==> config.mk <==
export PLATFORM = sky130hd
export DESIGN_NAME = cusum_anomaly_detector_core
export DESIGN_NICKNAME = d
export VERILOG_FILES = /design/src/hw/rtl/cusum_pkg.sv /design/src/hw/rtl/cusum_ring.sv /design/src/hw/rtl/cusum_div.sv /design/src/hw/rtl/cusum_anomaly_detector_core.sv
export SDC_FILE = /design/constraint.sdc
export NUM_CORES = 1
export LEC_CHECK = 0
export BUFFER_PORTS_ARGS = -buffer_cell sky130_fd_sc_hd__buf_2
export CAP_MARGIN = 5
export CORE_MARGIN = 5
export CORE_UTILIZATION = 45
export DETAILED_ROUTE_END_ITERATION = 6
export GPL_ROUTABILITY_DRIVEN = 0
export PLACE_DENSITY = 0.69
export SETUP_SLACK_MARGIN = 0.02
export SLEW_MARGIN = 20
export SYNTH_ARGS = -nofsm -noshare
export SYNTH_HDL_FRONTEND = slang
export SYNTH_SLANG_ARGS = --single-unit
==> constraint.sdc <==
create_clock -name clk_i -period 9 [get_ports clk_i]
set_input_delay 0 -clock clk_i [delete_from_list [all_inputs] [get_ports clk_i]]
set_output_delay 0 -clock clk_i [all_outputs]
set_load 0.03 [all_outputs]
==> src/hw/rtl/cusum_pkg.sv <==
// shared constants for the cusum anomaly detector
`default_nettype none

package cusum_pkg;

  // parameter defaults
  localparam int WINDOW_MAX_DEF  = 16;
  localparam int SAMPLE_BITS_DEF = 16;
  localparam int SUM_BITS_DEF    = 24;

  // register field widths
  localparam int WLEN_W = 5;
  localparam int DEV_W  = 16;

  // register reset values
  localparam logic [WLEN_W-1:0] DEF_WINDOW_LENGTH = 5'd3;
  localparam logic [DEV_W-1:0]  DEF_DEVIATION     = 16'd205;

  // apb register map
  localparam int APB_ADDR_W = 3;
  localparam int APB_DATA_W = 32;
  localparam logic REG_WINDOW_LENGTH = 1'b0;
  localparam logic REG_DEVIATION     = 1'b1;

  // quotient bits retired per divider cycle
  localparam int DIV_DIGIT_BITS = 4;

endpackage

`default_nettype wire

==> src/hw/rtl/cusum_ring.sv <==
// sample ring memory, one write port and one registered read port
`default_nettype none

module cusum_ring #(
  parameter int DEPTH  = 16,
  parameter int WIDTH  = 16,
  parameter int ADDR_W = 4
) (
  input  wire logic              clk_i,
  input  wire logic              we_i,
  input  wire logic [ADDR_W-1:0] waddr_i,
  input  wire logic [WIDTH-1:0]  wdata_i,
  input  wire logic              re_i,
  input  wire logic [ADDR_W-1:0] raddr_i,
  output logic      [WIDTH-1:0]  rdata_o
);

  logic [WIDTH-1:0] store_q [DEPTH];
  logic [WIDTH-1:0] rdata_q;

  always_ff @(posedge clk_i) begin
    if (we_i) begin
      store_q[waddr_i] <= wdata_i;
    end
  end

  always_ff @(posedge clk_i) begin
    if (re_i) begin
      rdata_q <= store_q[raddr_i];
    end
  end

  assign rdata_o = rdata_q;

endmodule

`default_nettype wire

==> src/hw/rtl/cusum_div.sv <==
// iterative signed-by-unsigned divider, truncating toward zero
`default_nettype none

module cusum_div
  import cusum_pkg::*;
#(
  parameter int NUM_W = 21,
  parameter int DEN_W = 5
) (
  input  wire logic                    clk_i,
  input  wire logic                    rst_ni,
  input  wire logic                    start_i,
  input  wire logic signed [NUM_W-1:0] num_i,
  input  wire logic        [DEN_W-1:0] den_i,
  output logic                         done_o,
  output logic signed      [NUM_W-1:0] quo_o
);

  localparam int PAD_W = ((NUM_W + DIV_DIGIT_BITS - 1) / DIV_DIGIT_BITS) * DIV_DIGIT_BITS;
  localparam int STEPS = PAD_W / DIV_DIGIT_BITS;
  localparam int CNT_W = $clog2(STEPS + 1);

  logic             busy_q, busy_d;
  logic             fin_q, fin_d;
  logic             done_q, done_d;
  logic [CNT_W-1:0] cnt_q, cnt_d;
  logic [PAD_W-1:0] shf_q, shf_d;
  logic [DEN_W-1:0] rem_q, rem_d;
  logic [DEN_W-1:0] den_q, den_d;
  logic             neg_q, neg_d;
  logic signed [NUM_W-1:0] quo_q, quo_d;

  logic [NUM_W-1:0] mag;
  logic [PAD_W-1:0] step_shf;
  logic [DEN_W-1:0] step_rem;

  assign mag = num_i[NUM_W-1] ? (~num_i + NUM_W'(1)) : num_i;

  // one radix-16 digit: four restoring steps on a narrow remainder
  always_comb begin
    logic [DEN_W:0]   trial;
    logic [PAD_W-1:0] s;
    logic [DEN_W-1:0] r;
    s = shf_q;
    r = rem_q;
    for (int j = 0; j < DIV_DIGIT_BITS; j++) begin
      trial = {r, s[PAD_W-1]};
      s = {s[PAD_W-2:0], 1'b0};
      if (trial >= {1'b0, den_q}) begin
        r    = DEN_W'(trial - {1'b0, den_q});
        s[0] = 1'b1;
      end else begin
        r = trial[DEN_W-1:0];
      end
    end
    step_shf = s;
    step_rem = r;
  end

  always_comb begin
    busy_d = busy_q;
    fin_d  = 1'b0;
    done_d = 1'b0;
    cnt_d  = cnt_q;
    shf_d  = shf_q;
    rem_d  = rem_q;
    den_d  = den_q;
    neg_d  = neg_q;
    quo_d  = quo_q;
    if (start_i) begin
      busy_d = 1'b1;
      cnt_d  = CNT_W'(STEPS);
      shf_d  = PAD_W'(mag);
      rem_d  = '0;
      den_d  = den_i;
      neg_d  = num_i[NUM_W-1];
    end else if (busy_q) begin
      shf_d = step_shf;
      rem_d = step_rem;
      cnt_d = cnt_q - CNT_W'(1);
      if (cnt_q == CNT_W'(1)) begin
        busy_d = 1'b0;
        fin_d  = 1'b1;
      end
    end
    if (fin_q) begin
      quo_d  = neg_q ? -signed'(shf_q[NUM_W-1:0]) : signed'(shf_q[NUM_W-1:0]);
      done_d = 1'b1;
    end
  end

  always_ff @(posedge clk_i or negedge rst_ni) begin
    if (!rst_ni) begin
      busy_q <= 1'b0;
      fin_q  <= 1'b0;
      done_q <= 1'b0;
      cnt_q  <= '0;
    end else begin
      busy_q <= busy_d;
      fin_q  <= fin_d;
      done_q <= done_d;
      cnt_q  <= cnt_d;
    end
  end

  always_ff @(posedge clk_i) begin
    shf_q <= shf_d;
    rem_q <= rem_d;
    den_q <= den_d;
    neg_q <= neg_d;
    quo_q <= quo_d;
  end

  assign done_o = done_q;
  assign quo_o  = quo_q;

endmodule

`default_nettype wire

==> src/hw/rtl/cusum_anomaly_detector_core.sv <==
// top level of the two-sided cusum anomaly detector
//
// usage:
//   input channel: sample_i with in_valid_i / in_ready_o; output channel:
//   ready_res_o, upper_sum_o, lower_sum_o, anomaly_o with out_valid_o /
//   out_ready_i. every accepted item gives exactly one result item.
//   an apb port holds window_length (offset 0x0) and deviation (0x4);
//   any register write clears the ring fill, the window sum and both
//   accumulators, and must only happen while the block is idle.
//   items go one at a time. a warm-up item (ring not yet full) goes from
//   accept straight to the result stage. a steady item reads the evicted
//   sample from the ring, starts the mean divider (four quotient bits per
//   cycle), waits for the divider to hand over the quotient, forms the
//   deviation, clamps both accumulators and then writes the result; the
//   next item is accepted once the block is back in idle after that write.
//   the result sits in an output register, so the next item is accepted
//   and worked on while the previous result waits; a stalled receiver only
//   holds the block once the next result is ready to be written.
//   reset clears control state and loads the default registers; the ring
//   memory needs no clearing pass, as entries are written before read.
`default_nettype none

module cusum_anomaly_detector_core
  import cusum_pkg::*;
#(
  parameter int WINDOW_MAX  = WINDOW_MAX_DEF,
  parameter int SAMPLE_BITS = SAMPLE_BITS_DEF,
  parameter int SUM_BITS    = SUM_BITS_DEF
) (
  input  wire logic                          clk_i,
  input  wire logic                          rst_ni,
  // sample channel
  input  wire logic                          in_valid_i,
  output logic                               in_ready_o,
  input  wire logic signed [SAMPLE_BITS-1:0] sample_i,
  // result channel
  output logic                               out_valid_o,
  input  wire logic                          out_ready_i,
  output logic                               ready_res_o,
  output logic             [SUM_BITS-1:0]    upper_sum_o,
  output logic signed      [SUM_BITS:0]      lower_sum_o,
  output logic                               anomaly_o,
  // register port
  input  wire logic                          psel,
  input  wire logic                          penable,
  input  wire logic                          pwrite,
  input  wire logic        [APB_ADDR_W-1:0]  paddr,
  input  wire logic        [APB_DATA_W-1:0]  pwdata,
  output logic             [APB_DATA_W-1:0]  prdata,
  output logic                               pready
);

  localparam int LEN_W = $clog2(WINDOW_MAX + 1);
  localparam int IDX_W = (WINDOW_MAX > 1) ? $clog2(WINDOW_MAX) : 1;
  localparam int SUMW  = SAMPLE_BITS + $clog2(WINDOW_MAX) + 1;
  localparam int MAX_A = (SUM_BITS > SUMW) ? SUM_BITS : SUMW;
  localparam int MAX_B = (MAX_A > DEV_W + 3) ? MAX_A : DEV_W + 3;
  localparam int ACC_W = MAX_B + 2;

  // sequencer states
  localparam logic [2:0] ST_IDLE   = 3'd0;
  localparam logic [2:0] ST_READ   = 3'd1;
  localparam logic [2:0] ST_DSTART = 3'd2;
  localparam logic [2:0] ST_DWAIT  = 3'd3;
  localparam logic [2:0] ST_ACC    = 3'd4;
  localparam logic [2:0] ST_FIN    = 3'd5;

  // configuration
  logic [WLEN_W-1:0] window_length_q, window_length_d;
  logic [DEV_W-1:0]  deviation_q, deviation_d;

  // control state
  logic [2:0]              state_q, state_d;
  logic [LEN_W-1:0]        fill_q, fill_d;
  logic [IDX_W-1:0]        wi_q, wi_d;
  logic signed [SUMW-1:0]  sum_q, sum_d;
  logic [SUM_BITS-1:0]     up_q, up_d;
  logic [SUM_BITS-1:0]     dn_q, dn_d;
  logic                    out_valid_q, out_valid_d;

  // per-item payload
  logic signed [SAMPLE_BITS-1:0] x_q, x_d;
  logic                          warm_q, warm_d;
  logic signed [ACC_W-1:0]       dp_q, dp_d;
  logic signed [ACC_W-1:0]       dm_q, dm_d;
  logic [SUM_BITS-1:0]           up_new_q, up_new_d;
  logic [SUM_BITS-1:0]           dn_new_q, dn_new_d;

  // result register
  logic                       ready_res_q, ready_res_d;
  logic [SUM_BITS-1:0]        upper_q, upper_d;
  logic signed [SUM_BITS:0]   lower_q, lower_d;
  logic                       anomaly_q, anomaly_d;

  logic [LEN_W-1:0]       eff_len;
  logic [LEN_W-1:0]       wi_inc;
  logic [IDX_W-1:0]       wi_next;
  logic                   warm_now;
  logic                   accept;
  logic                   cfg_we;
  logic                   out_free;
  logic                   mem_we;
  logic                   mem_re;
  logic [SAMPLE_BITS-1:0] mem_wdata;
  logic [SAMPLE_BITS-1:0] mem_rdata;
  logic                   div_start;
  logic                   div_done;
  logic signed [SUMW-1:0] div_quo;
  logic signed [SUMW-1:0] sample_ext;
  logic signed [SUMW-1:0] x_ext;
  logic signed [SUMW-1:0] old_ext;
  logic signed [ACC_W-1:0] up_raw;
  logic signed [ACC_W-1:0] dn_raw;
  logic [ACC_W-1:0]       cap_ext;
  logic [ACC_W-1:0]       thr_ext;
  logic [DEV_W+2:0]       thr;

  // window length of zero acts as one, beyond the ring depth as the depth
  always_comb begin
    if (window_length_q == '0) begin
      eff_len = LEN_W'(1);
    end else if (int'(window_length_q) > WINDOW_MAX) begin
      eff_len = LEN_W'(WINDOW_MAX);
    end else begin
      eff_len = LEN_W'(window_length_q);
    end
  end

  assign wi_inc  = LEN_W'(wi_q) + LEN_W'(1);
  assign wi_next = (wi_inc >= eff_len) ? '0 : IDX_W'(wi_inc);

  assign warm_now   = fill_q < eff_len;
  assign in_ready_o = state_q == ST_IDLE;
  assign accept     = in_valid_i && in_ready_o;
  assign cfg_we     = psel && penable && pwrite;
  assign out_free   = !out_valid_q || out_ready_i;
  assign pready     = 1'b1;

  assign sample_ext = {{(SUMW-SAMPLE_BITS){sample_i[SAMPLE_BITS-1]}}, sample_i};
  assign x_ext      = {{(SUMW-SAMPLE_BITS){x_q[SAMPLE_BITS-1]}}, x_q};
  assign old_ext    = {{(SUMW-SAMPLE_BITS){mem_rdata[SAMPLE_BITS-1]}}, mem_rdata};

  // ring access: warm-up writes on accept, steady items read on accept
  // and write back the new sample once the evicted one is out
  assign mem_we    = (accept && warm_now) || (state_q == ST_READ);
  assign mem_re    = accept && !warm_now;
  assign mem_wdata = (state_q == ST_READ) ? x_q : sample_i;

  assign div_start = state_q == ST_DSTART;

  // five times deviation, as a shift and an add
  assign thr     = {1'b0, deviation_q, 2'b00} + {3'b000, deviation_q};
  assign thr_ext = ACC_W'(thr);
  assign cap_ext = {{(ACC_W-SUM_BITS){1'b0}}, {SUM_BITS{1'b1}}};

  assign up_raw = signed'({{(ACC_W-SUM_BITS){1'b0}}, up_q}) + dp_q;
  assign dn_raw = signed'({{(ACC_W-SUM_BITS){1'b0}}, dn_q}) + dm_q;

  always_comb begin
    logic signed [ACC_W-1:0] xe;
    logic signed [ACC_W-1:0] me;
    logic signed [ACC_W-1:0] ke;
    xe = {{(ACC_W-SAMPLE_BITS){x_q[SAMPLE_BITS-1]}}, x_q};
    me = {{(ACC_W-SUMW){div_quo[SUMW-1]}}, div_quo};
    ke = signed'({{(ACC_W-DEV_W+1){1'b0}}, deviation_q[DEV_W-1:1]});

    window_length_d = window_length_q;
    deviation_d     = deviation_q;
    state_d         = state_q;
    fill_d          = fill_q;
    wi_d            = wi_q;
    sum_d           = sum_q;
    up_d            = up_q;
    dn_d            = dn_q;
    out_valid_d     = out_valid_q && !out_ready_i;
    x_d             = x_q;
    warm_d          = warm_q;
    dp_d            = dp_q;
    dm_d            = dm_q;
    up_new_d        = up_new_q;
    dn_new_d        = dn_new_q;
    ready_res_d     = ready_res_q;
    upper_d         = upper_q;
    lower_d         = lower_q;
    anomaly_d       = anomaly_q;

    unique case (state_q)
      ST_IDLE: begin
        if (accept) begin
          x_d    = sample_i;
          warm_d = warm_now;
          if (warm_now) begin
            sum_d   = sum_q + sample_ext;
            fill_d  = fill_q + LEN_W'(1);
            wi_d    = wi_next;
            state_d = ST_FIN;
          end else begin
            state_d = ST_READ;
          end
        end
      end
      ST_READ: begin
        // evicted sample is on the read port now
        sum_d   = sum_q - old_ext + x_ext;
        wi_d    = wi_next;
        state_d = ST_DSTART;
      end
      ST_DSTART: begin
        state_d = ST_DWAIT;
      end
      ST_DWAIT: begin
        if (div_done) begin
          dp_d    = xe - me - ke;
          dm_d    = me - xe - ke;
          state_d = ST_ACC;
        end
      end
      ST_ACC: begin
        // clamp at zero below and at the accumulator width above
        if (up_raw[ACC_W-1]) begin
          up_new_d = '0;
        end else if (unsigned'(up_raw) > cap_ext) begin
          up_new_d = '1;
        end else begin
          up_new_d = up_raw[SUM_BITS-1:0];
        end
        if (dn_raw[ACC_W-1]) begin
          dn_new_d = '0;
        end else if (unsigned'(dn_raw) > cap_ext) begin
          dn_new_d = '1;
        end else begin
          dn_new_d = dn_raw[SUM_BITS-1:0];
        end
        state_d = ST_FIN;
      end
      ST_FIN: begin
        if (out_free) begin
          out_valid_d = 1'b1;
          if (warm_q) begin
            ready_res_d = 1'b0;
            upper_d     = '0;
            lower_d     = '0;
            anomaly_d   = 1'b0;
          end else begin
            ready_res_d = 1'b1;
            upper_d     = up_new_q;
            lower_d     = -signed'({1'b0, dn_new_q});
            anomaly_d   = (ACC_W'(up_new_q) > thr_ext) || (ACC_W'(dn_new_q) > thr_ext);
            up_d        = up_new_q;
            dn_d        = dn_new_q;
          end
          state_d = ST_IDLE;
        end
      end
      default: begin
        state_d = ST_IDLE;
      end
    endcase

    // any register write restarts the window and the accumulators
    if (cfg_we) begin
      unique case (paddr[2])
        REG_WINDOW_LENGTH: window_length_d = pwdata[WLEN_W-1:0];
        REG_DEVIATION:     deviation_d     = pwdata[DEV_W-1:0];
        default:           window_length_d = window_length_q;
      endcase
      fill_d = '0;
      wi_d   = '0;
      sum_d  = '0;
      up_d   = '0;
      dn_d   = '0;
    end
  end

  always_comb begin
    unique case (paddr[2])
      REG_WINDOW_LENGTH: prdata = {{(APB_DATA_W-WLEN_W){1'b0}}, window_length_q};
      REG_DEVIATION:     prdata = {{(APB_DATA_W-DEV_W){1'b0}}, deviation_q};
      default:           prdata = '0;
    endcase
  end

  always_ff @(posedge clk_i or negedge rst_ni) begin
    if (!rst_ni) begin
      window_length_q <= DEF_WINDOW_LENGTH;
      deviation_q     <= DEF_DEVIATION;
      state_q         <= ST_IDLE;
      fill_q          <= '0;
      wi_q            <= '0;
      sum_q           <= '0;
      up_q            <= '0;
      dn_q            <= '0;
      out_valid_q     <= 1'b0;
    end else begin
      window_length_q <= window_length_d;
      deviation_q     <= deviation_d;
      state_q         <= state_d;
      fill_q          <= fill_d;
      wi_q            <= wi_d;
      sum_q           <= sum_d;
      up_q            <= up_d;
      dn_q            <= dn_d;
      out_valid_q     <= out_valid_d;
    end
  end

  always_ff @(posedge clk_i) begin
    x_q         <= x_d;
    warm_q      <= warm_d;
    dp_q        <= dp_d;
    dm_q        <= dm_d;
    up_new_q    <= up_new_d;
    dn_new_q    <= dn_new_d;
    ready_res_q <= ready_res_d;
    upper_q     <= upper_d;
    lower_q     <= lower_d;
    anomaly_q   <= anomaly_d;
  end

  cusum_ring #(
    .DEPTH  (WINDOW_MAX),
    .WIDTH  (SAMPLE_BITS),
    .ADDR_W (IDX_W)
  ) u_ring (
    .clk_i   (clk_i),
    .we_i    (mem_we),
    .waddr_i (wi_q),
    .wdata_i (mem_wdata),
    .re_i    (mem_re),
    .raddr_i (wi_q),
    .rdata_o (mem_rdata)
  );

  // mean of the window, truncated toward zero
  cusum_div #(
    .NUM_W (SUMW),
    .DEN_W (LEN_W)
  ) u_div (
    .clk_i   (clk_i),
    .rst_ni  (rst_ni),
    .start_i (div_start),
    .num_i   (sum_q),
    .den_i   (eff_len),
    .done_o  (div_done),
    .quo_o   (div_quo)
  );

  assign out_valid_o = out_valid_q;
  assign ready_res_o = ready_res_q;
  assign upper_sum_o = upper_q;
  assign lower_sum_o = lower_q;
  assign anomaly_o   = anomaly_q;

endmodule

`default_nettype wire

# Word level (Yosys, flattened, before mapping)
# Memory sizes are Yosys's and may differ from the RTL's. A register that Yosys moved wholly into a read port is not among the register bits.
# Cells that the tools add are included.
# totals
register_bits	333
ramBits	256
inputBits	58
wordCells	163
memories	1
# classes
addsub	20
n_lt_le_gt_ge	11
n_eq_ne	12
mux	58
bitwise_logic	2
reduce_logical	30
# mem_list
memory	words	word_bits	read_ports	rd_ports_with_merged_regs	wr	line	source
u_ring.store_q	16	16	1	1	1	cusum_ring.sv:18	logic [WIDTH-1:0] store_q [DEPTH];
# op_table
operator	count
24-bit 2-to-1 mux	10
21-bit 2-to-1 mux	7
32-bit one-hot mux with 2 select lines	1
25-bit by 26-bit adder with 26-bit output	2
26-bit by 24-bit > comparator with 1-bit output (second input constant)	2
5-bit 2-to-1 mux	10
24-bit by 19-bit > comparator with 1-bit output	2
22-bit by 16-bit subtractor with 23-bit output	2
21-bit by 16-bit adder with 21-bit output	2
21-bit one-hot mux with 2 select lines	1
24-bit negation with 25-bit output	1
6-bit by 5-bit >= comparator with 1-bit output	4
16-bit by 21-bit subtractor with 22-bit output	1
21-bit by 16-bit subtractor with 22-bit output	1
21-bit by 2-bit adder with 21-bit output (second input constant)	1
21-bit negation	1
21-bit NOT	1
21-bit by 16-bit subtractor with 21-bit output	1
5-bit subtractor	4
18-bit by 16-bit adder with 19-bit output	1
3-bit 2-to-1 mux	6
3-bit one-hot mux with 6 select lines	1
1-bit 2-to-1 mux	16
16-bit 2-to-1 mux	1
24 further kinds	54

# Longest topological paths before layout
# Gate-level depths: netlist (run 1).
# logic_depth
word_depth	10
ltp_mapped	32
depth_no_buf	31

# By module
# From an unflattened synthesis (run 1), not the netlist that was laid out.
# unflattened
hier_cells	2945
hier_area_um2	34463.1
# modules_own_cells
mod	instances	cells_per_inst	area_per_inst_um2	seq_area_each_um2
cusum_anomaly_detector_core	1	2137	20271.9	7450.9
cusum_ring	1	432	10202.3	8167.8
cusum_div	1	376	3988.8	1751.7

# Least setup slack after synthesis (run 1)
# No wires, ideal clock.
# synth_path
kind	reg-to-reg
start	register u_div.den_q[1]
end	register u_div.shf_q[0], data pin
setup_ns	0.275
arrival_ns	6.048
t_required_ns	8.725
slack_ns	2.677
path_stages_with_launch	29
n_path_buf	1
synth_period_minus_slack_ns	6.323
path_cell_list	edfxtp_1 > inv_1 > fa_1 > a21o_1 > a22o_2 > nand2b_1 > mux2_2 > ha_1 > nor2b_1 > o21ai_0 > a31oi_1 > or3_1 > buf_6 > mux2_2 > fa_1 > nor2b_1 > o21ai_0 > nand2b_1 > o22ai_1 > o211ai_4 > a21oi_1 > fa_1 > a21o_1 > a21oi_1 > nand2_1 > a21oi_1 > nand2_2 > nor2_1 > a21oi_1
# synth_between
elab_chain_cells	10
word_cells_on_any_way	13
classes_between	add/sub: 3; order compare: 4; mux: 6
# synth_rtl
element	line	source
from (decl)	cusum_div.sv:29	logic [DEN_W-1:0] den_q, den_d;
from (signal assigned)	cusum_div.sv:109	den_q <= den_d;
5-bit subtractor / 6-bit by 5-bit >= comparator with 1-bit output (equally long branches)	cusum_div.sv:50, cusum_div.sv:49	
5-bit 2-to-1 mux	cusum_div.sv:49	if (trial >= {1'b0, den_q}) begin
5-bit subtractor / 6-bit by 5-bit >= comparator with 1-bit output (equally long branches)	cusum_div.sv:50, cusum_div.sv:49	
5-bit 2-to-1 mux	cusum_div.sv:49	
5-bit subtractor / 6-bit by 5-bit >= comparator with 1-bit output (equally long branches)	cusum_div.sv:50, cusum_div.sv:49	
5-bit 2-to-1 mux	cusum_div.sv:49	
6-bit by 5-bit >= comparator with 1-bit output *	cusum_div.sv:49	
1-bit 2-to-1 mux *	cusum_div.sv:49	
21-bit 2-to-1 mux *	cusum_div.sv:77	end else if (busy_q) begin
21-bit 2-to-1 mux *	cusum_div.sv:70	if (start_i) begin
via u_div.shf_d[0]	cusum_div.sv:27	logic [PAD_W-1:0] shf_q, shf_d;
to (signal assigned)	cusum_div.sv:107	shf_q <= shf_d;
to (decl)	cusum_div.sv:27	
# The timed path passes the listed nets; every way through them passes the cells marked *. The select of a mux whose other input is x is not followed.
# A chain may end at the register's enable or synchronous reset.

# Worst setup path in the final report (run 1)
# Ends and elaborated chain as after synthesis.

==> summary.md, run 1 <==
| Metric | Value |
|---|---|
| Vias in the first global route | `22,600` |
| Initial drt markers | `1,608` |
| Syn Inst Count | `2,865` |
| Hold_buf cts | `44` |
| Setup crit end kind | `flop` |
| CP arrival | `7.44 ns` |
| First-pass GRT wire length | `128,000 microns` |
| Post-Route Skew | `0.0395 ns` |
| Maxcap violations | `0` |
| PostCTS Resize Cnt | `0` |
| DR vias | `22,700` |
| Final core occ | `50.9%` |
| Die Width | `286 microns` |
| Mux contribution to synthesized area | `6.65%` |
| Final Hold Fails | `0` |
| Die Area | `0.0817 sq mm` |
| Critical path fanouts, max | `7` |
| XOR/XNOR Fraction of Synth Area | `5.22%` |
| Dpl hpwl | `59,000 microns` |
| Layout area overhead | `12.5%` |
| Post-synthesis cell type count | `81` |
| Top Ports | `144` |
| Die Height | `286 microns` |
| ANT nets after route | `0` |
| Most common cell in the netlist | `edfxtp_1` |
| Ys Warns | `0` |
| Worst setup SP type | `flop` |
| H-tree depth | `2` |
| Pwr dens | `301 mW/mm^2` |
| Crit path time final | `7.08 ns` |
| Worst path max stage delay | `0.51 ns` |
| Lkg Pwr | `15.3 nW` |
| Final setup violation count | `0` |
| Total CTS buffers | `60` |
| Peak VDD IR | `422 uV` |
| Routed wire per std cell | `20.2 microns` |
| Final hold slack | `0.133 ns` |
| Starting Density | `45.2%` |
| Remaining DRCs | `0` |
| Hold Crit Class | `in -> reg` |
| EDFF count, synth | `482` |
| Simple-Gate Fraction of Synth Area | `9.46%` |
| Flops & latches, synth | `599` |
| Ys flop type | `edfxtp_1` |
| Clock sinks | `599` |
| Cell type with the highest aggregate area in the netlist | `edfxtp_1` |
| CTS tree | `built` |
| Crit Path Category | `reg -> reg` |
| Post-synthesis sequential area ratio | `50.7%` |
| Largest net degree at the start of global routing | `70` |
| Total gr overflow | `0` |
| Synth Area in Compound Gates | `11.9%` |
| Top-area cell type share of the netlist area | `42.3%` |
| Period utilisation layout | `78.6%` |
| Outcome | `finished, final reports clean` |
| I/O Buffers | `108` |
| Layout Cells excl Fill | `4,077` |
| Post-CTS setup buffers | `0` |
| Synthesized cell area | `0.0342 sq mm` |
| Wirelength, routed | `82,300 microns` |
| Max Freq | `141 MHz` |
| Post-Synth Adder-Cell Area | `12.2%` |
| Via-per-instance ratio | `5.57` |
| Tightest Pin Transition | `1.14 ns` |
| Antenna violations before repair | `6` |
| CTS root buffer | `clkbuf_16` |
| Final Slew Violations | `0` |
| Slowest cell on the critical path | `fa_1` |
| Core area | `0.0757 sq mm` |
| Setup_tns | `0 ns` |
| Total track usage | `19.9%` |
| Dominant cells by area after synthesis | `edfxtp_1 (42%), ha_1 (8.8%), dfrtp_1 (7.5%)` |
| Syn Area/Cell | `11.9 sq um` |
| Layout cells sized above 1 | `12.7%` |
| Slew margin rel. | `23.8%` |
| Post-synth ARST share | `18.2%` |
| Max clock buf depth | `3` |
| Clock transition at path regs | `0.06 ns` |
| Worst EP required | `9.36 ns` |
| RSZ-0062 raised after global routing | `no` |
| Drt pass-1 iters | `5` |
| Crit-path most repeated cell | `a21oi_1` |
| Post-Place Cells | `3,913` |
| Top cells by count, synth | `edfxtp_1 (482), ha_1 (242), nand2_1 (242), a21oi_1 (222), inv_1 (217)` |
| Largest family of logic cells by synthesized area | `adder cells` |
| # nets final | `3,399` |
| Clk Latency, worst-skew pair | `0.64 ns` |
| Row cnt | `101` |
cell families after synthesis:
logic type / count (synthesis)
simple gates: 675
compound gates: 645
flops: 599
buf+inv: 317
fa+ha+maj: 300
xor+xnor: 204
mux: 123
other cells: 2
critical path, delay by kind of cell, from the launching register on:
kind	cells	cell delay, ns
flops	1	0.43
compound gates	11	2.05
simple gates	8	1.46
fa+ha+maj	4	1.61
mux	3	1.03
buf+inv	1	0.21
cells in the final DEF, fill, tap and decap left out, types with 66 or more instances in the layout:
master,n
ha_1,242
buf_2,107
a21o_1,66
mux4_2,80
nor2_1,126
nand2_1,242
inv_1,217
a21oi_1,222
xnor2_1,136
o21ai_0,131
edfxtp_1,482
dfrtp_1,100
xor2_1,68
registers in the layout (all words and copies together), names as in the netlist, 24 cells and up:
name and flops:
dn_new_q 24, u_ring.store_q 256, up_new_q 24, dn_q 24
lower_sum_o 25, upper_sum_o 24, u_div.shf_q 24, up_q 24
cell type report:
| cell class | instances | area, sq um |
|---|---|---|
| Timing Repair Buffer | 199 | 1340 |
| Sequential cell | 599 | 17400 |
| Inverter | 217 | 815 |
| Clock buffer | 77 | 1600 |
| Fill cell | 6507 | 37200 |
| Clock inverter | 37 | 487 |
| Antenna cell | 6 | 15.0 |
| Tap cell | 978 | 1220 |
| Multi-Input combinational cell | 1964 | 15700 |
metrics by stage:
step	area (sq um)	setup WS, ns	power (mW)
after floorplan	34300	2.68	7.78
after global placement	36000	2.05	8.84
after detailed placement	36000	1.95	8.96
after CTS	38500	1.92	11.7
after global routing	38500	1.34	12.4
final	38500	1.92	11.6
where the power goes:
part | internal [mW] | leakage, nW | total (mW) | switching (mW)
Clock | 1.55 | 1.01 | 2.64 | 1.09
Combinational | 2.27 | 8.47 | 5.20 | 2.93
Sequential | 3.50 | 5.86 | 3.78 | 0.280
Total | 7.31 | 15.3 | 11.6 | 4.30
metal layers:
metal / track usage, % / share of wire, %
met3: 3.16 / 5.9
met4: 7.26 / 3.9
met2: 34.0 / 49
met1: 25.9 / 42
met5: 0 / 0.016
worst paths after layout:
check,cells past startpoint,endpoint,slack (ns),startpoint
worst min register to register,1,u_div.fin_q$_DFF_PN0_,0.49,u_div.cnt_q[2]$_DFFE_PN0P_
worst min-delay path,3,deviation_q[7]$_DFFE_PN1P_,0.13,pwdata[7]
max in group asynchronous,4,dn_q[17]$_DFFE_PN0P_,6.86,rst_ni
min in group asynchronous,3,up_q[8]$_DFFE_PN0P_,0.49,rst_ni
worst max-delay path,27,u_div.shf_q[0]$_DFFE_PP_,1.92,u_div.den_q[1]$_DFFE_PP_
worst max register to register,27,u_div.shf_q[0]$_DFFE_PP_,1.92,u_div.den_q[1]$_DFFE_PP_
(Power assumes the default switching activity.)
==> run 2: changes to the inputs <==
--- a/config.mk
+++ b/config.mk
@@ -11,7 +11,7 @@
 export CORE_UTILIZATION = 45
 export DETAILED_ROUTE_END_ITERATION = 6
 export GPL_ROUTABILITY_DRIVEN = 0
-export PLACE_DENSITY = 0.69
+export PLACE_DENSITY = 0.72
 export SETUP_SLACK_MARGIN = 0.02
 export SLEW_MARGIN = 20
 export SYNTH_ARGS = -nofsm -noshare
==> constraint.sdc (replaced) <==
create_clock -name clk_i -period 6.4 [get_ports clk_i]
set_input_delay 0 -clock clk_i [delete_from_list [all_inputs] [get_ports clk_i]]
set_output_delay 0 -clock clk_i [all_outputs]
set_load 0.03 [all_outputs]
==> run 2 against run 1 <==
  * The flow now finishes with violations (negative hold slack)
  * First-iteration DRC count rose by 4.9%
  * Hold slack worse by 0.17 ns
  * Clock power is 31% higher
  * Maximum frequency increased by 15%
  * Non-clock buffer count is 13 higher
  * Utilization increased by 0.14 points
  * Largest cell class unchanged
  * Largest power group unchanged
  * Highest routed layer unchanged
==> summary.md, run 2 (same netlist as run 1, synthesis figures left out) <==
| Metric | Value |
|---|---|
| Outcome | `finished with violations (was finished, final reports clean)` |
| Failing checks | `negative hold slack` |
| Final setup violation count | `0 (unchanged)` |
| DR vias | `22,900 (was 22,700)` |
| Peak VDD IR | `766 uV (was 422 uV)` |
| Total CTS buffers | `61 (was 60)` |
| Layout Cells excl Fill | `4,088 (was 4,077)` |
| Final Slew Violations | `0 (unchanged)` |
| Via-per-instance ratio | `5.59 (was 5.57)` |
| Core area | `0.0757 sq mm (unchanged)` |
| CTS tree | `built (unchanged)` |
| Wirelength, routed | `83,200 microns (was 82,300 microns)` |
| Routed wire per std cell | `20.4 microns (was 20.2 microns)` |
| Largest register FFs | `256 (unchanged)` |
| H-tree depth | `2 (unchanged)` |
| Clock sinks | `599 (unchanged)` |
| Row cnt | `101 (unchanged)` |
| Clk Latency, worst-skew pair | `0.67 ns (was 0.64 ns)` |
| Largest register by flop count | `u_ring.store_q (unchanged)` |
| Lkg Pwr | `15.4 nW (was 15.3 nW)` |
| Die Width | `286 microns (unchanged)` |
| Critical path fanouts, max | `7 (unchanged)` |
| Clock transition at path regs | `0.06 ns (about the same)` |
| Vias in the first global route | `22,700 (was 22,600)` |
| Post-Place Cells | `3,921 (was 3,913)` |
| Slew margin rel. | `19.4% (was 23.8%)` |
| Initial drt markers | `1,687 (was 1,608)` |
| CP arrival | `6.64 ns (was 7.44 ns)` |
| Starting Density | `45.2% (unchanged)` |
| R2r worst-path depth | `28 (was 27)` |
| Total track usage | `20.1% (was 19.9%)` |
| First-pass GRT wire length | `130,000 microns (was 128,000 microns)` |
| Crit path time final | `6.13 ns (was 7.08 ns)` |
| R2R Path End | `u_div.rem_q[4]$_SDFFE_PP0P_ (was u_div.shf_q[0]$_DFFE_PP_)` |
| Largest net degree at the start of global routing | `66 (was 70)` |
| Worst setup SP type | `flop (unchanged)` |
| Maxcap violations | `0 (unchanged)` |
| # nets final | `3,413 (was 3,399)` |
| Most frequent cells in the layout | `edfxtp_1 (482), nand2_1 (241), ha_1 (240) (was edfxtp_1 (482), nand2_1 (242), ha_1 (242))` |
| Hold Crit Class | `in -> async (was in -> reg)` |
| Layout cells sized above 1 | `13.9% (was 12.7%)` |
| Filler Cell Count | `6,447 (was 6,507)` |
| Die Area | `0.0817 sq mm (unchanged)` |
| Slowest cell on the critical path | `fa_2 (was fa_1)` |
| Antenna violations before repair | `4 (was 6)` |
| Crit. Startpoint | `u_div.den_q[0]$_DFFE_PP_ (was u_div.den_q[1]$_DFFE_PP_)` |
| Top Ports | `144 (unchanged)` |
| Total gr overflow | `0 (unchanged)` |
| Max Freq | `163 MHz (was 141 MHz)` |
| Die Height | `286 microns (unchanged)` |
| Worst R2R Start | `u_div.den_q[0]$_DFFE_PP_ (was u_div.den_q[1]$_DFFE_PP_)` |
| Tightest Pin Transition | `1.21 ns (was 1.14 ns)` |
| Remaining DRCs | `0 (unchanged)` |
| Pwr dens | `438 mW/mm^2 (was 301 mW/mm^2)` |
| FF/Latch Area | `0.0174 sq mm (about the same)` |
| Drt pass-1 iters | `5 (unchanged)` |
| Final hold slack | `-0.0403 ns (was 0.133 ns)` |
| Worst EP required | `6.91 ns (was 9.36 ns)` |
| Flop2flop setup slack | `0.27 ns (was 1.92 ns)` |
| Period utilisation layout | `95.8% (was 78.6%)` |
| CTS root buffer | `clkbuf_16 (unchanged)` |
| Layout area overhead | `12.8% (was 12.5%)` |
| Max clock buf depth | `3 (unchanged)` |
| I/O Buffers | `108 (unchanged)` |
| ANT nets after route | `0 (unchanged)` |
| Multi-input logic area | `0.0158 sq mm (was 0.0157 sq mm)` |
| Worst path max stage delay | `0.40 ns (was 0.51 ns)` |
| Dpl hpwl | `59,300 microns (was 59,000 microns)` |
| Final Hold Fails | `26 (was 0)` |
| Most common cell after layout, fill and taps aside | `edfxtp_1 (unchanged)` |
| Crit Path Category | `reg -> reg (unchanged)` |
| Post-Route Skew | `0.0579 ns (was 0.0395 ns)` |
| Setup crit end kind | `flop (unchanged)` |
[run 2: changes by cell type in the layout (fill, tap and decap cells not counted), sizes merged]
cell,before,now
clkinvlp,2,3
clkbuf,77,84
inv,220,221
dlygate4sd3,44,41
clkinv,22,23
buf,155,171
diode,6,2
bufinv,10,2
[run 2: final cells by class]
cell class / instances / area share [%]
diodes: 2 / 0.0130
clock buffers: 84 / 4.31
clock inverters: 32 / 0.745
inverters: 217 / 2.11
multi-input cells: 1964 / 40.9
flip-flops and latches: 599 / 45.0
well taps: 978 / 3.17
repair buffers: 212 / 3.76
[run 2: through the flow]
stage	TNS, ns	worst slack (ns)	instance area, sq um	utilization, %	total power, mW
final	0	0.267	38600	51.0	16.9
after global routing	-0.00290	-0.00192	38600	51.0	18.0
after CTS	0	0.0315	38500	50.8	16.4
after detailed placement	-1.35	-0.262	36100	47.6	12.7
after global placement	-0.305	-0.0866	36000	47.6	12.5
after floorplan	0	0.0770	34300	-	10.9
[run 2: where the power goes]
group | internal (mW) | switching, mW
registers | 4.92 | 0.434
logic | 3.68 | 4.40
clock network | 1.92 | 1.55
[run 2: per-layer routing]
| metal | vias up | wire, microns | global-route usage [%] |
|---|---|---|---|
| met4 | 4 | 2500 | 6.23 |
| met3 | 134 | 4550 | 2.68 |
| met5 | - | 27 | 0 |
| met1 | 11200 | 35300 | 27.0 |
| met2 | 646 | 40900 | 34.0 |
| li1 | 10900 | - | - |
[run 2: worst max-delay path: cells and delay by family (launching register included)]
| kind | cells | cell delay [ns] |
|---|---|---|
| buf+inv | 1 | 0.06 |
| compound gates | 11 | 1.74 |
| mux | 4 | 1.19 |
| fa+ha+maj | 5 | 1.53 |
| simple gates | 7 | 1.11 |
| flops | 1 | 0.36 |
[run 2: what timing repair did]
| item | in CTS | in global routing |
|---|---|---|
| gates cloned | 0 | 0 |
| buffers inserted | 2 | 6 |
| setup endpoints to repair | 6 | 6 |
| pin swaps | 3 | 9 |
| gates resized for setup | 7 | 21 |
| hold endpoints to repair | 315 | 0 |
| hold buffers | 41 | 0 |
[run 2: worst max-delay path by stage]
stage / to / slack, ns / cells after the start
after global placement: u_div.shf_q[0]$_DFFE_PP_ / -0.09 / 30
after floorplan: u_div.shf_q[0]$_DFFE_PP_ / 0.08 / 28
after detailed placement: u_div.rem_q[4]$_SDFFE_PP0P_ / -0.26 / 29
final: u_div.rem_q[4]$_SDFFE_PP0P_ / 0.27 / 28
after global routing: u_div.rem_q[4]$_SDFFE_PP0P_ / -0.002 / 32
after CTS: u_div.shf_q[0]$_DFFE_PP_ / 0.03 / 28
==> run 3: changes to the inputs <==
==> constraint.sdc (replaced) <==
create_clock -name clk_i -period 6.4 [get_ports clk_i]
set_input_delay 0.64 -clock clk_i [delete_from_list [all_inputs] [get_ports clk_i]]
set_output_delay 0.64 -clock clk_i [all_outputs]
set_load 0.03 [all_outputs]
==> run 3 against run 2 <==
  * The run now ends clean
  * Power is 0.46% lower
  * Utilization is 0.66 points lower
  * Maximum frequency is 0.93% higher
  * Sequential power hardly changed
  * Final area is 1.3% lower
  * Via count is 0.90% lower
  * Critical path type unchanged
  * Critical endpoint is now u_div.rem_q[1]$_SDFFE_PP0P_
==> summary.md, run 3 (same netlist as run 1, synthesis figures left out) <==
| Metric | Value |
|---|---|
| Multi-input logic area | `0.0158 sq mm (about the same)` |
| FF/Latch Area | `0.0174 sq mm (about the same)` |
| Antenna violations before repair | `5 (was 4)` |
| Remaining DRCs | `0 (unchanged)` |
| Lkg Pwr | `15.2 nW (was 15.4 nW)` |
| Layout area overhead | `11.4% (was 12.8%)` |
| Post-Route Skew | `0.0317 ns (was 0.0579 ns)` |
| Final setup violation count | `0 (unchanged)` |
| Worst R2R Start | `u_div.den_q[0]$_DFFE_PP_ (unchanged)` |
| Clock transition at path regs | `0.06 ns (about the same)` |
| Top Ports | `144 (unchanged)` |
| Most frequent cells in the layout | `edfxtp_1 (482), nand2_1 (242), ha_1 (241) (was edfxtp_1 (482), nand2_1 (241), ha_1 (240))` |
| Critical path fanouts, max | `7 (unchanged)` |
| Drt pass-1 iters | `5 (unchanged)` |
| Seq pwr share | `31.7% (about the same)` |
| I/O Buffers | `108 (unchanged)` |
| Die Height | `286 microns (unchanged)` |
| Most common cell after layout, fill and taps aside | `edfxtp_1 (unchanged)` |
| Placed Area | `0.0361 sq mm (about the same)` |
| Largest register by flop count | `u_ring.store_q (unchanged)` |
| DR vias | `22,700 (was 22,900)` |
| Post-Place Setup Slack | `-0.104 ns (was -0.262 ns)` |
| Switching Share | `37.7% (was 37.8%)` |
| Filler Cell Count | `6,475 (was 6,447)` |
| Largest register FFs | `256 (unchanged)` |
| Switching power | `6.35 mW (was 6.38 mW)` |
| CP arrival | `6.56 ns (was 6.64 ns)` |
| Worst setup SP type | `flop (unchanged)` |
| Clock Power Share | `20.3% (was 20.5%)` |
| Starting Density | `45.2% (unchanged)` |
| H-tree depth | `2 (unchanged)` |
| Flop2flop setup slack | `0.32 ns (was 0.27 ns)` |
| Max Freq | `165 MHz (was 163 MHz)` |
| Period utilisation layout | `95.0% (was 95.8%)` |
| Internal | `10.5 mW (about the same)` |
| Die Width | `286 microns (unchanged)` |
| # nets final | `3,371 (was 3,413)` |
| Logic gate share of total power | `48.0% (was 47.8%)` |
| Initial drt markers | `1,656 (was 1,687)` |
| Tightest Pin Transition | `1.13 ns (was 1.21 ns)` |
| Dpl hpwl | `59,000 microns (was 59,300 microns)` |
| Worst EP required | `6.88 ns (was 6.91 ns)` |
| Clk Latency, worst-skew pair | `0.65 ns (was 0.67 ns)` |
| First-pass GRT wire length | `127,000 microns (was 130,000 microns)` |
| R2R Path End | `u_div.rem_q[1]$_SDFFE_PP0P_ (was u_div.rem_q[4]$_SDFFE_PP0P_)` |
| Core area | `0.0757 sq mm (unchanged)` |
| Worst path bufs/invs | `3 (was 1)` |
| ANT nets after route | `0 (unchanged)` |
| Vias in the first global route | `22,300 (was 22,700)` |
| Row cnt | `101 (unchanged)` |
| Maxcap violations | `0 (unchanged)` |
| R2r worst-path depth | `29 (was 28)` |
| PnR worst setup slack | `0.323 ns (was 0.267 ns)` |
| Crit path time final | `6.08 ns (was 6.13 ns)` |
| Layout cells sized above 1 | `13.9% (about the same)` |
| Wirelength, routed | `81,700 microns (was 83,200 microns)` |
| Final Slew Violations | `0 (unchanged)` |
| Largest net degree at the start of global routing | `62 (was 66)` |
| Final Cell Area | `0.0381 sq mm (was 0.0386 sq mm)` |
| CTS root buffer | `clkbuf_16 (unchanged)` |
| Crit-path most repeated cell | `ha_1` |
| Pwr dens | `441 mW/mm^2 (was 438 mW/mm^2)` |
| Worst path max stage delay | `0.40 ns (about the same)` |
| Final Hold Fails | `0 (was 26)` |
| Crit Path Category | `reg -> reg (unchanged)` |
| Total CTS buffers | `60 (was 61)` |
| Via-per-instance ratio | `5.60 (was 5.59)` |
| Top delay family on crit path | `compound AO/OA/AOI/OAI gates (unchanged)` |
| Outcome | `finished, final reports clean (was finished with violations)` |
| Routed wire per std cell | `20.2 microns (was 20.4 microns)` |
| Total gr overflow | `0 (unchanged)` |
| Hold Crit Class | `in -> async (unchanged)` |
| Hold_buf cts | `0 (was 41)` |
| Peak VDD IR | `690 uV (was 766 uV)` |
| Setup crit end kind | `flop (unchanged)` |
| Clock sinks | `599 (unchanged)` |
| CTS tree | `built (unchanged)` |
| Slowest cell on the critical path | `fa_1 (was fa_2)` |
| Die Area | `0.0817 sq mm (unchanged)` |
| Total track usage | `19.7% (was 20.1%)` |
| Slew margin rel. | `24.9% (was 19.4%)` |
| Max clock buf depth | `3 (unchanged)` |
[run 3: cell count changes in the layout (fill, tap and decap cells not counted), sizes merged]
cell / previous run / this run
dlygate4sd3: 41 / 0
clkinv: 23 / 18
clkbuf: 84 / 88
diode: 2 / 3
bufinv: 2 / 1
[run 3: through the flow]
| step | hold WS (ns) | instances | util (%) | TNS, ns | power (mW) |
|---|---|---|---|---|---|
| after floorplan | 0.344 | 2880 | - | 0 | 10.9 |
| after global placement | 0.469 | 3922 | 47.6 | -0.110 | 12.5 |
| after detailed placement | 0.468 | 3923 | 47.6 | -0.353 | 12.7 |
| after CTS | 0.147 | 4037 | 50.2 | 0 | 16.3 |
| after global routing | 0.205 | 4045 | 50.4 | -0.0392 | 18.0 |
| final | 0.134 | 4046 | 50.4 | 0 | 16.8 |
[run 3: cell type report]
cell class	count	area share, %
antenna	3	0.0197
inverter	217	2.14
timing repair buffer	171	2.68
sequential	599	45.6
multi-input combinational	1964	41.4
tap	978	3.21
clock buffer	88	4.40
clock inverter	26	0.611
[run 3: worst max path at each step]
stage,start,end,depth (start not counted)
after floorplan,u_div.den_q[1]$_DFFE_PP_,u_div.shf_q[0]$_DFFE_PP_,28
after global placement,u_div.shf_q[23]$_SDFFE_PP0P_,u_div.rem_q[1]$_SDFFE_PP0P_,29
final,u_div.den_q[0]$_DFFE_PP_,u_div.rem_q[1]$_SDFFE_PP0P_,29
after global routing,u_div.shf_q[23]$_SDFFE_PP0P_,u_div.rem_q[0]$_SDFFE_PP0P_,30
after detailed placement,u_div.shf_q[23]$_SDFFE_PP0P_,u_div.shf_q[0]$_DFFE_PP_,30
after CTS,u_div.shf_q[23]$_SDFFE_PP0P_,u_div.shf_q[0]$_DFFE_PP_,31
[run 3: power groups by stage]
stage          registers [mW]  clock network (mW)  logic [mW]
6_report                 5.33                3.42        8.07
5_1_grt                  5.38                3.66        8.91
4_1_cts                  5.33                3.49        7.47
3_5_place_dp             5.41                   0        7.31
3_3_place_gp             5.40                   0        7.15
2_1_floorplan            5.21                   0        5.73
[run 3: layer usage]
| layer | wire [microns] | vias up | GRT usage (%) |
|---|---|---|---|
| met5 | 20 | - | 0 |
| met1 | 34400 | 11100 | 26.0 |
| met4 | 2770 | 4 | 6.48 |
| li1 | - | 10700 | - |
| met3 | 4900 | 147 | 2.90 |
| met2 | 39700 | 699 | 33.6 |
[run 3: what timing repair did]
action | CTS | global route
pin swaps | 2 | 7
buffers inserted | 0 | 6
gates resized for setup | 5 | 16
endpoints found under the setup margin | 6 | 6
